**src/hdl/lfpo_pkg.sv**
```systemverilog
// ----------------------------------------------------------------------------
// lfpo_pkg
// Shared types and constants for the stack and fifo tag store pair.
// ----------------------------------------------------------------------------
package lfpo_pkg;

   // default sizes
   localparam int STORE_DEPTH_DEF = 64;
   localparam int TAG_BITS_DEF    = 16;

   // request codes
   typedef enum logic [1:0] {
      REQ_ADD        = 2'd0,
      REQ_TAKE_STACK = 2'd1,
      REQ_TAKE_FIFO  = 2'd2,
      REQ_TAKE_ANY   = 2'd3
   } req_code_type;

   // item kinds for adds, other codes are rejected
   localparam logic [1:0] KIND_STACK = 2'd0;
   localparam logic [1:0] KIND_FIFO  = 2'd1;

   // result status codes
   typedef enum logic [1:0] {
      ST_ADDED  = 2'd0,
      ST_SERVED = 2'd1,
      ST_EMPTY  = 2'd2,
      ST_REJECT = 2'd3
   } status_type;

   // source of a served tag
   localparam logic FROM_STACK = 1'b0;
   localparam logic FROM_FIFO  = 1'b1;

endpackage

```
**src/hdl/lfpo_req_if.sv**
```systemverilog
// ----------------------------------------------------------------------------
// lfpo_req_if
// Request channel: valid/ready handshake with request code, kind and tag.
// ----------------------------------------------------------------------------
interface lfpo_req_if #(
   parameter int TAG_BITS = lfpo_pkg::TAG_BITS_DEF
);
   import lfpo_pkg::*;

   logic                valid;
   logic                ready;
   req_code_type        req_type;
   logic [1:0]          item_kind;
   logic [TAG_BITS-1:0] item_tag;

   modport source (output valid, output req_type, output item_kind, output item_tag,
                   input ready);
   modport sink   (input valid, input req_type, input item_kind, input item_tag,
                   output ready);
endinterface

```
**src/hdl/lfpo_rsp_if.sv**
```systemverilog
// ----------------------------------------------------------------------------
// lfpo_rsp_if
// Result channel: valid/ready handshake with status, source and tag.
// ----------------------------------------------------------------------------
interface lfpo_rsp_if #(
   parameter int TAG_BITS = lfpo_pkg::TAG_BITS_DEF
);
   import lfpo_pkg::*;

   logic                valid;
   logic                ready;
   status_type          status;
   logic                served_from;
   logic [TAG_BITS-1:0] out_tag;

   modport source (output valid, output status, output served_from, output out_tag,
                   input ready);
   modport sink   (input valid, input status, input served_from, input out_tag,
                   output ready);
endinterface

```
**src/hdl/lifo_fifo_pair_with_occupancy_pick_unit.sv**
```systemverilog
// ----------------------------------------------------------------------------
// lifo_fifo_pair_with_occupancy_pick_unit
// Stack and fifo tag stores in synchronous memories; adds push by kind,
// takes pop their own store or the fuller one, one status per request.
// ----------------------------------------------------------------------------
//
//  channel   direction  handshake      payload
//  req_chan  in         valid/ready    req_type, item_kind, item_tag
//  rsp_chan  out        valid/ready    status, served_from, out_tag
//
// One request per cycle: counters and memory access happen at acceptance, the
// memory read data is formatted into the output register when the middle stage
// moves on, so each result passes the middle stage and then the output register.
// Reset (synchronous) empties both stores; memory contents are not cleared.
// A stalled result holds the middle stage, which then blocks new requests.
//
module lifo_fifo_pair_with_occupancy_pick_unit #(
   parameter int STORE_DEPTH = lfpo_pkg::STORE_DEPTH_DEF,
   parameter int TAG_BITS    = lfpo_pkg::TAG_BITS_DEF
) (
   input logic      clock,
   input logic      reset,
   lfpo_req_if.sink req_chan,
   lfpo_rsp_if.source rsp_chan
);
   import lfpo_pkg::*;

   localparam int IDX_W = (STORE_DEPTH > 1) ? $clog2(STORE_DEPTH) : 1;
   localparam int CNT_W = $clog2(STORE_DEPTH + 1);

   // storage
   logic [TAG_BITS-1:0] stack_mem [STORE_DEPTH];
   logic [TAG_BITS-1:0] fifo_mem  [STORE_DEPTH];
   logic [TAG_BITS-1:0] stack_rd_ff;
   logic [TAG_BITS-1:0] fifo_rd_ff;

   // occupancy state
   logic [CNT_W-1:0] stack_count_ff, stack_count_in;
   logic [CNT_W-1:0] fifo_count_ff, fifo_count_in;
   logic [IDX_W-1:0] fifo_head_ff, fifo_head_in;
   logic [IDX_W-1:0] fifo_tail_ff, fifo_tail_in;

   // middle stage and output register
   logic       s1_valid_ff;
   status_type s1_status_ff, s1_status_in;
   logic       s1_from_ff, s1_from_in;
   logic                rsp_valid_ff;
   status_type          rsp_status_ff;
   logic                rsp_from_ff;
   logic [TAG_BITS-1:0] rsp_tag_ff, rsp_tag_in;

   logic accept;
   logic s1_move;
   logic req_ready;
   logic push_stack, push_fifo, pop_stack, pop_fifo;
   logic use_stack;
   logic stack_full, fifo_full;
   logic [CNT_W-1:0] stack_dec;

   // handshake
   assign s1_move   = s1_valid_ff && (!rsp_valid_ff || rsp_chan.ready);
   assign req_ready = !s1_valid_ff || s1_move;
   assign accept    = req_chan.valid && req_ready;
   assign req_chan.ready = req_ready;

   assign stack_full = (stack_count_ff == CNT_W'(STORE_DEPTH));
   assign fifo_full  = (fifo_count_ff  == CNT_W'(STORE_DEPTH));
   assign stack_dec  = stack_count_ff - 1'b1;

   // request decode
   always_comb begin
      push_stack   = 1'b0;
      push_fifo    = 1'b0;
      pop_stack    = 1'b0;
      pop_fifo     = 1'b0;
      use_stack    = 1'b0;
      s1_status_in = ST_EMPTY;
      s1_from_in   = FROM_STACK;
      case (req_chan.req_type)
         REQ_ADD: begin
            s1_status_in = ST_REJECT;
            if (req_chan.item_kind == KIND_STACK && !stack_full) begin
               push_stack   = 1'b1;
               s1_status_in = ST_ADDED;
            end else if (req_chan.item_kind == KIND_FIFO && !fifo_full) begin
               push_fifo    = 1'b1;
               s1_status_in = ST_ADDED;
            end
         end
         REQ_TAKE_STACK: use_stack = 1'b1;
         REQ_TAKE_FIFO:  use_stack = 1'b0;
         REQ_TAKE_ANY:   use_stack = (stack_count_ff > fifo_count_ff);
         default:        use_stack = 1'b0;
      endcase
      if (req_chan.req_type != REQ_ADD) begin
         if (use_stack && stack_count_ff != '0) begin
            pop_stack    = 1'b1;
            s1_status_in = ST_SERVED;
            s1_from_in   = FROM_STACK;
         end else if (!use_stack && fifo_count_ff != '0) begin
            pop_fifo     = 1'b1;
            s1_status_in = ST_SERVED;
            s1_from_in   = FROM_FIFO;
         end
      end
   end

   // counter and pointer updates
   always_comb begin
      stack_count_in = stack_count_ff;
      fifo_count_in  = fifo_count_ff;
      fifo_head_in   = fifo_head_ff;
      fifo_tail_in   = fifo_tail_ff;
      if (accept) begin
         if (push_stack) stack_count_in = stack_count_ff + 1'b1;
         if (pop_stack)  stack_count_in = stack_dec;
         if (push_fifo) begin
            fifo_count_in = fifo_count_ff + 1'b1;
            fifo_tail_in  = (fifo_tail_ff == IDX_W'(STORE_DEPTH - 1)) ? '0
                                                                      : fifo_tail_ff + 1'b1;
         end
         if (pop_fifo) begin
            fifo_count_in = fifo_count_ff - 1'b1;
            fifo_head_in  = (fifo_head_ff == IDX_W'(STORE_DEPTH - 1)) ? '0
                                                                      : fifo_head_ff + 1'b1;
         end
      end
   end

   // stack memory, one access per cycle
   always_ff @(posedge clock) begin
      if (accept && push_stack) begin
         stack_mem[stack_count_ff[IDX_W-1:0]] <= req_chan.item_tag;
      end
      if (accept && pop_stack) begin
         stack_rd_ff <= stack_mem[stack_dec[IDX_W-1:0]];
      end
   end

   // fifo memory, one access per cycle
   always_ff @(posedge clock) begin
      if (accept && push_fifo) begin
         fifo_mem[fifo_tail_ff] <= req_chan.item_tag;
      end
      if (accept && pop_fifo) begin
         fifo_rd_ff <= fifo_mem[fifo_head_ff];
      end
   end

   // result tag selection from the memory read data
   always_comb begin
      rsp_tag_in = '0;
      if (s1_status_ff == ST_SERVED) begin
         rsp_tag_in = (s1_from_ff == FROM_FIFO) ? fifo_rd_ff : stack_rd_ff;
      end
   end

   // control state
   always_ff @(posedge clock) begin
      if (reset) begin
         stack_count_ff <= '0;
         fifo_count_ff  <= '0;
         fifo_head_ff   <= '0;
         fifo_tail_ff   <= '0;
         s1_valid_ff    <= 1'b0;
         rsp_valid_ff   <= 1'b0;
      end else begin
         stack_count_ff <= stack_count_in;
         fifo_count_ff  <= fifo_count_in;
         fifo_head_ff   <= fifo_head_in;
         fifo_tail_ff   <= fifo_tail_in;
         if (accept) begin
            s1_valid_ff <= 1'b1;
         end else if (s1_move) begin
            s1_valid_ff <= 1'b0;
         end
         if (s1_move) begin
            rsp_valid_ff <= 1'b1;
         end else if (rsp_chan.ready) begin
            rsp_valid_ff <= 1'b0;
         end
      end
   end

   // payload registers
   always_ff @(posedge clock) begin
      if (accept) begin
         s1_status_ff <= s1_status_in;
         s1_from_ff   <= s1_from_in;
      end
      if (s1_move) begin
         rsp_status_ff <= s1_status_ff;
         rsp_from_ff   <= s1_from_ff;
         rsp_tag_ff    <= rsp_tag_in;
      end
   end

   // result channel
   assign rsp_chan.valid       = rsp_valid_ff;
   assign rsp_chan.status      = rsp_status_ff;
   assign rsp_chan.served_from = rsp_from_ff;
   assign rsp_chan.out_tag     = rsp_tag_ff;

endmodule
```
**src/flat_wrapper.sv**
```systemverilog
// flat-port wrapper written by rule: the top's interface ports become plain ports
module lifo_fifo_pair_with_occupancy_pick_unit_flat import lfpo_pkg::*;
#(
   parameter int STORE_DEPTH = lfpo_pkg::STORE_DEPTH_DEF,
   parameter int TAG_BITS    = lfpo_pkg::TAG_BITS_DEF
)
  (clock, reset, req_chan_valid, req_chan_req_type, req_chan_item_kind, req_chan_item_tag, req_chan_ready, rsp_chan_valid, rsp_chan_status, rsp_chan_served_from, rsp_chan_out_tag, rsp_chan_ready);
  lfpo_req_if #(.TAG_BITS(TAG_BITS)) req_chan_i ();
  lfpo_rsp_if #(.TAG_BITS(TAG_BITS)) rsp_chan_i ();
  input logic clock;
  input logic reset;
  input wire logic [$bits(req_chan_i.valid)-1:0] req_chan_valid;
  input wire logic [$bits(req_chan_i.req_type)-1:0] req_chan_req_type;
  input wire logic [$bits(req_chan_i.item_kind)-1:0] req_chan_item_kind;
  input wire logic [$bits(req_chan_i.item_tag)-1:0] req_chan_item_tag;
  output wire logic [$bits(req_chan_i.ready)-1:0] req_chan_ready;
  output wire logic [$bits(rsp_chan_i.valid)-1:0] rsp_chan_valid;
  output wire logic [$bits(rsp_chan_i.status)-1:0] rsp_chan_status;
  output wire logic [$bits(rsp_chan_i.served_from)-1:0] rsp_chan_served_from;
  output wire logic [$bits(rsp_chan_i.out_tag)-1:0] rsp_chan_out_tag;
  input wire logic [$bits(rsp_chan_i.ready)-1:0] rsp_chan_ready;
  assign req_chan_i.valid = req_chan_valid;
  assign req_chan_i.req_type = req_chan_req_type;
  assign req_chan_i.item_kind = req_chan_item_kind;
  assign req_chan_i.item_tag = req_chan_item_tag;
  assign req_chan_ready = req_chan_i.ready;
  assign rsp_chan_valid = rsp_chan_i.valid;
  assign rsp_chan_status = rsp_chan_i.status;
  assign rsp_chan_served_from = rsp_chan_i.served_from;
  assign rsp_chan_out_tag = rsp_chan_i.out_tag;
  assign rsp_chan_i.ready = rsp_chan_ready;
  lifo_fifo_pair_with_occupancy_pick_unit #(.STORE_DEPTH(STORE_DEPTH), .TAG_BITS(TAG_BITS)) u_core (.clock(clock), .reset(reset), .req_chan(req_chan_i), .rsp_chan(rsp_chan_i));
endmodule
```
**config.mk**
```make
export PLATFORM = sky130hd
export DESIGN_NAME = lifo_fifo_pair_with_occupancy_pick_unit_flat
export DESIGN_NICKNAME = d
export VERILOG_FILES = /design/src/hdl/lfpo_pkg.sv /design/src/hdl/lfpo_req_if.sv /design/src/hdl/lfpo_rsp_if.sv /design/src/hdl/lifo_fifo_pair_with_occupancy_pick_unit.sv /design/src/flat_wrapper.sv
export SDC_FILE = /design/constraint.sdc
export NUM_CORES = 2
export LEC_CHECK = 0
export ABC_AREA = 1
export BUFFER_PORTS_ARGS = -buffer_cell sky130_fd_sc_hd__buf_2
export CAP_MARGIN = 20
export CORE_ASPECT_RATIO = 1.2
export CORE_MARGIN = 2
export CORE_UTILIZATION = 57
export DETAILED_ROUTE_END_ITERATION = 16
export GPL_ROUTABILITY_DRIVEN = 0
export PLACE_DENSITY = 0.76
export SLEW_MARGIN = 25
export SYNTH_ARGS = -nofsm -noshare
export SYNTH_HDL_FRONTEND = slang
export SYNTH_SLANG_ARGS = --single-unit
```
**constraint.sdc**
```tcl
create_clock -name clock -period 3.16 [get_ports clock]
set_input_delay 0.316 -clock clock [delete_from_list [all_inputs] [get_ports clock]]
set_output_delay 0.316 -clock clock [all_outputs]
set_load 0.05 [all_outputs]
```
# [Yosys cells after proc, flatten, opt, wreduce, memory -nomap -nowiden]
# Memories as Yosys holds them, arrays and structs flattened. A register that Yosys moved wholly into a read port is not among the register bits.
# Cells that the tools add are included.
[totals] register_bits=50 latch_bits=0 ramBits=2048 rom_bits=0 inputBits=24 output_inout_bits=21 mem_count=2
[mem_list] memory="u_core.fifo_mem" depth=64 word_bits=16 rd=1 rd_clocked_by_memory_dff=1 write_ports=1 line_no="lifo_fifo_pair_with_occupancy_pick_unit.sv:33" text="logic [TAG_BITS-1:0] fifo_mem [STORE_DEPTH];"
[mem_list] memory="u_core.stack_mem" depth=64 word_bits=16 rd=1 rd_clocked_by_memory_dff=1 write_ports=1 line_no="lifo_fifo_pair_with_occupancy_pick_unit.sv:32" text="logic [TAG_BITS-1:0] stack_mem [STORE_DEPTH];"
[classes] addsub=6 multipliers=0 div_mod_pow=0 magnitude_cmp=1 n_eq_ne=8 n_shift=0 muxes=32 bitwise=0 n_reduce_logical=30
[ops] op="two-way mux 7 bit" n=4
[ops] op="two-way mux 1 bit" n=18
[ops] op="two-way mux 16 bit" n=1
[ops] op="adder 7 x 1 -> 7 bit (second input constant)" n=2
[ops] op="== test 7 bit (second input constant)" n=2
[ops] op="nonzero test 7 bit" n=2
[ops] op="subtractor 7 x 1 -> 7 bit (second input constant)" n=2
[ops] op="adder 6 x 1 -> 6 bit (second input constant)" n=2
[ops] op="== test 6 bit (second input constant)" n=2
[ops] op="two-way mux 2 bit" n=6
[ops] op="two-way mux 6 bit" n=2
[ops] op="logical AND 1 bit" n=10
[ops] op="nonzero test 2 bit" n=5
[ops] op="AND reduction 2 bit" n=4
[ops] op="greater-than comparator 7 bit" n=1
[ops] op="== test 2 x 1 -> 1 bit (second input constant)" n=3
[ops] op="zero test 1 bit" n=5
[ops] op="zero test 2 bit" n=2
[ops] op="== test 2 bit (second input constant)" n=1
[ops] op="logical OR 1 bit" n=2
[ops] op="one-hot mux 1 bit (2 select lines)" n=1

# [Longest topological paths before layout]
[depth] word_depth=9 ltp_mapped=26 ltp_nobuf=22

# [Worst setup path after synthesis]
# Ideal clock, no wire load.
[synth_path] path_type="register to register" startpoint="reg u_core.rsp_valid_ff, in the netlist u_core.rsp_chan.valid" endpoint="mem u_core.fifo_mem[15][0] (netlist name), enable pin" t_arrival_ns=3.045 setup_slack_ns=-0.294 stages_incl_launch_ff=8 path_buffers=0 period_less_slack_ns=3.454 path_cell_list="dfxtp_1 > nand3_1 > nand2_1 > nor2_1 > nand3_2 > nor2_4 > nand3_1 > nor3_1"
[synth_between] elab_chain_len=8
[synth_rtl] item="from (decl)" line_no="lifo_fifo_pair_with_occupancy_pick_unit.sv:47" text="logic rsp_valid_ff;"
[synth_rtl] item="from (signal assigned)" line_no="lifo_fifo_pair_with_occupancy_pick_unit.sv:166" text="rsp_valid_ff <= 1'b0;"
[synth_rtl] item="from (signal assigned)" line_no="lifo_fifo_pair_with_occupancy_pick_unit.sv:178" text="rsp_valid_ff <= 1'b1;"
[synth_rtl] item="from (signal assigned)" line_no="lifo_fifo_pair_with_occupancy_pick_unit.sv:180" text="rsp_valid_ff <= 1'b0;"
[synth_rtl] item="zero test 1 bit" line_no="lifo_fifo_pair_with_occupancy_pick_unit.sv:61" text="assign s1_move = s1_valid_ff && (!rsp_valid_ff || rsp_chan.ready);"
[synth_rtl] item="logical OR 1 bit" line_no="lifo_fifo_pair_with_occupancy_pick_unit.sv:61"
[synth_rtl] item="logical AND 1 bit" line_no="lifo_fifo_pair_with_occupancy_pick_unit.sv:61"
[synth_rtl] item="logical OR 1 bit" line_no="lifo_fifo_pair_with_occupancy_pick_unit.sv:62" text="assign req_ready = !s1_valid_ff || s1_move;"
[synth_rtl] item="via req_chan_ready" line_no="flat_wrapper.sv:16" text="output wire logic [$bits(req_chan_i.ready)-1:0] req_chan_ready;"
[synth_rtl] item="logical AND 1 bit" line_no="lifo_fifo_pair_with_occupancy_pick_unit.sv:63" text="assign accept = req_chan.valid && req_ready;"
[synth_rtl] item="logical AND 1 bit" line_no="lifo_fifo_pair_with_occupancy_pick_unit.sv:142" text="if (accept && push_fifo) begin"
[synth_rtl] item="two-way mux 1 bit" line_no="lifo_fifo_pair_with_occupancy_pick_unit.sv:142"
[synth_rtl] item="two-way mux 1 bit (not written as such)" line_no="lifo_fifo_pair_with_occupancy_pick_unit.sv:143" text="fifo_mem[fifo_tail_ff] <= req_chan.item_tag;"
[synth_rtl] item="to (decl)" line_no="lifo_fifo_pair_with_occupancy_pick_unit.sv:33"
# The timed path passes the listed nets, and every way through them passes these cells.

# [Worst setup path after layout]
[layout_path] startpoint="reg u_core.stack_count_ff[1]" endpoint="reg u_core.stack_rd_ff[15], read port of u_core.stack_mem (data pin)"
[layout_between] elab_chain_len=6
[layout_rtl] item="from (decl)" line_no="lifo_fifo_pair_with_occupancy_pick_unit.sv:38" text="logic [CNT_W-1:0] stack_count_ff, stack_count_in;"
[layout_rtl] item="from (signal assigned)" line_no="lifo_fifo_pair_with_occupancy_pick_unit.sv:168" text="stack_count_ff <= stack_count_in;"
[layout_rtl] item="greater-than comparator 7 bit" line_no="lifo_fifo_pair_with_occupancy_pick_unit.sv:92" text="REQ_TAKE_ANY: use_stack = (stack_count_ff > fifo_count_ff);"
[layout_rtl] item="one-hot mux 1 bit (2 select lines)" line_no="lifo_fifo_pair_with_occupancy_pick_unit.sv:79" text="case (req_chan.req_type)"
[layout_rtl] item="logical AND 1 bit" line_no="lifo_fifo_pair_with_occupancy_pick_unit.sv:96" text="if (use_stack && stack_count_ff != '0) begin"
[layout_rtl] item="two-way mux 1 bit" line_no="lifo_fifo_pair_with_occupancy_pick_unit.sv:96"
[layout_rtl] item="two-way mux 1 bit" line_no="lifo_fifo_pair_with_occupancy_pick_unit.sv:95" text="if (req_chan.req_type != REQ_ADD) begin"
[layout_rtl] item="logical AND 1 bit" line_no="lifo_fifo_pair_with_occupancy_pick_unit.sv:135" text="if (accept && pop_stack) begin"
[layout_rtl] item="to (decl)" line_no="lifo_fifo_pair_with_occupancy_pick_unit.sv:34" text="logic [TAG_BITS-1:0] stack_rd_ff;"
# Parallel ways exist; a longest one is shown, timed or not.
# A chain may end at the register's enable or synchronous reset.

==> impl_metrics.yaml <==
final_layout:
  multiInputGateArea_sq_um: 18500
  fillers: 9937
  drive_above_1_share: 0.110
  final_nets: 6262
  syn_to_final_growth_pct: 12.4
  final_common_cell: "edfxtp_1"
  final_cell_mix: "edfxtp_1 (2102), nor2_1 (1117), o21ai_0 (871), nand3_1 (283), nand2_1 (260)"
  stdcell_area_sq_um: 94500
  seqCellArea_sq_um: 63700
global_routing:
  use_met3: 0.0418
  grt_max_degree: 173
  grt_pass1_vias: 51400
  met1_usage: 0.381
  gr-usage-all-layers: 0.283
  antenna_found_initial: 3
  grt_overflow: 0
  grt.met2_usage: 0.457
  busiest_layer: "met2"
  grt_pass1_wl_mm: 320
synth:
  syn_avg_cell_area_sq_um: 13.8
  synthesis.nets: 6152
  synth_warnings: 0
  syn_inst: 6111
  synth_seq_area_share: 0.758
  synth-edff-count: 2102
  synth_top_area_frac: 0.751
  syn-cell-area_sq_um: 84000
  synthFlopType: "edfxtp_1"
  yosys.cell_types.count: 39
  synthTopCellsByArea: "edfxtp_1 (75%), nor2_1 (5.2%), o21ai_0 (5.2%)"
  async_flop_share: 0
  ys_ff_latch: 2130
  synth_top_area_cell: "edfxtp_1"
die:
  die_x_um: 355
  core_sq_um: 147000
  die_y_um: 425
  ios: 45
  dieArea_sq_um: 151000
  rows: 154
  initial_core_util: 0.573
cts:
  cts_buffer_depth: 3
  cts_inserted_buffers: 195
  clkLatencyLatePin_ns: 0.85
  cts_root_buffer: "clkbuf_16"
  htreeDepth: 4
  clk_pin_slew_ns: 0.07
  numClockSinks: 2130
  cts_tree: "done"
worst_setup_path:
  r2r-start: "u_core.stack_count_ff[1]$_SDFFE_PP0P_"
  crit_fanout: 31
  start_kind: "register"
  rrSetupSlack_ns: 0.09
  critPathKind: "register to register"
  crit_start: "u_core.stack_count_ff[1]$_SDFFE_PP0P_"
  worstPathRequired_ns: 3.75
  critPathArrivalTime_ns: 3.66
  end_kind: "register"
placement:
  dp_hpwl_mm: 123
  port_buffers: 44
  placed_area_sq_um: 88000
  place_ws_ns: 0.151
timing:
  slew_viol_final: 0
  min_period_over_period: 0.972
  skew_ns: 0.0333
  timing.final.crit_period_ns: 3.07
  fmax_mhz: 326
  final-hold-violation-count: 0
  setup_violations: 0
  fin_ws_ns: 0.0882
  rsz0062_at_grt: "false"
  tightest_slew_ns: 0.982
  relSlewSlack: 0.345
drt:
  firstDrtPassIters: 10
  totalWireLength_mm: 217
  drt_iter0_drc: 8264
  wl_per_cell_um: 26.1
  vias: 53800
  viasPerCell: 6.45
  remaining_drc_errors: 0
  postRouteAntennaNets: 0
power:
  p_per_area_nw_per_um2: 805
  peakVddDrop_v: 0.000697
  p_leak_nw: 30.0
  power_mw: 76.0
hold_path:
  holdCritStartpoint: "req_chan_item_tag[12]"
  min_path_type: "primary input to register"
status:
  status: "finished, final reports clean"
run:
  drv_cap: 0
[per-layer routing]
layer	part of all wire	wire length [um]
met1	0.37	79900
met2	0.48	104000
met3	0.099	21400
met4	0.052	11300
met5	0.00018	38
[cell usage after synthesis (6+ instances only)]
cell type	n
inv_1	51
o21ai_0	871
o21ai_1	7
nand2_1	261
nand3_1	284
buf_2	132
nor2_1	1174
o32ai_1	31
buf_4	16
inv_2	10
nand4_1	28
clkbuf_1	262
edfxtp_1	2102
dfxtp_1	28
buf_1	16
o22ai_1	192
nand4_2	6
o211ai_1	188
ha_1	16
xor2_1	6
a21oi_1	61
o221ai_1	195
nor3_1	6
mux2i_1	147
[registers in the layout, summed over array words and instances (netlist names)]
register / count
u_core.fifo_count_ff: 7
u_core.fifo_head_ff: 6
u_core.fifo_mem: 1024
u_core.fifo_rd_ff: 16
u_core.fifo_tail_ff: 6
u_core.rsp_chan.out_tag: 16
u_core.rsp_chan.served_from: 1
u_core.rsp_chan.status: 2
u_core.rsp_chan.valid: 1
u_core.s1_from_ff: 1
u_core.s1_status_ff: 2
u_core.s1_valid_ff: 1
u_core.stack_count_ff: 7
u_core.stack_mem: 1024
u_core.stack_rd_ff: 16
[layout make-up]
class	instances	area share
clock buffers	235	0.0541
inverters	62	0.00273
well taps	1950	0.0258
repair buffers	341	0.0341
diodes	2	0.0000530
clock inverters	120	0.0130
multi-input cells	3491	0.196
flip-flops and latches	2130	0.674
[cell families (layout without fill, tap and decap cells)]
logic type / count (synthesis) / count (layout) / synth area share
buffers and inverters: 490 / 758 / 0.0247
AO/OA/AOI/OAI: 1549 / 1549 / 0.111
XOR/XNOR: 11 / 11 / 0.00141
other: 0 / 2 / 0
adder cells (fa/ha/maj): 17 / 17 / 0.00262
AND/OR/NAND/NOR: 1767 / 1767 / 0.0851
flip-flops: 2130 / 2130 / 0.758
multiplexers: 147 / 147 / 0.0175
[worst max-delay path, stage by stage (launching register included)]
cell	delay, ns
dfxtp_1	0.37
inv_1	0.12
ha_4	0.42
buf_12	0.21
buf_4	0.32
buf_4	0.20
o32ai_1	0.09
o211ai_1	0.39
nand3_1	0.26
nand3_1	0.33
nand2_1	0.10
[stage by stage]
| stage | setup TNS [ns] | util | std cells | hold slack [ns] |
|---|---|---|---|---|
| 5_1_grt | 0 | 0.644 | 8329 | 0.0207 |
| 4_1_cts | 0 | 0.644 | 8329 | 0.00325 |
| 6_report | 0 | 0.644 | 8331 | 0.0200 |
| 3_3_place_gp | 0 | 0.600 | 7961 | 0.467 |
| 3_5_place_dp | 0 | 0.600 | 7961 | 0.468 |
| 2_1_floorplan | -10.0 | - | 6111 | 0.385 |
[worst paths after layout]
path | to | depth (start not counted)
hold / removal | u_core.stack_mem[22][12]$_DFFE_PP_ | 1
hold reg to reg | u_core.rsp_chan.status[0]$_DFFE_PP_ | 0
setup reg to reg | u_core.stack_rd_ff[15]$_DFFE_PP_ | 10
setup / recovery | u_core.stack_rd_ff[15]$_DFFE_PP_ | 10
[power by group]
| part | switching, mW | leakage, nW | total, mW | internal (mW) |
|---|---|---|---|---|
| Sequential | 0.289 | 19.1 | 31.8 | 31.5 |
| Clock | 10.2 | 3.09 | 23.5 | 13.3 |
| Combinational | 14.7 | 7.78 | 20.7 | 6.03 |
[repair_timing]
action,in CTS,in global routing
endpoints found under the hold margin,154,0
buffers inserted,0,0
gates resized for setup,0,6
hold buffers,13,0
endpoints found under the setup margin,0,16
(Power assumes the default switching activity.)
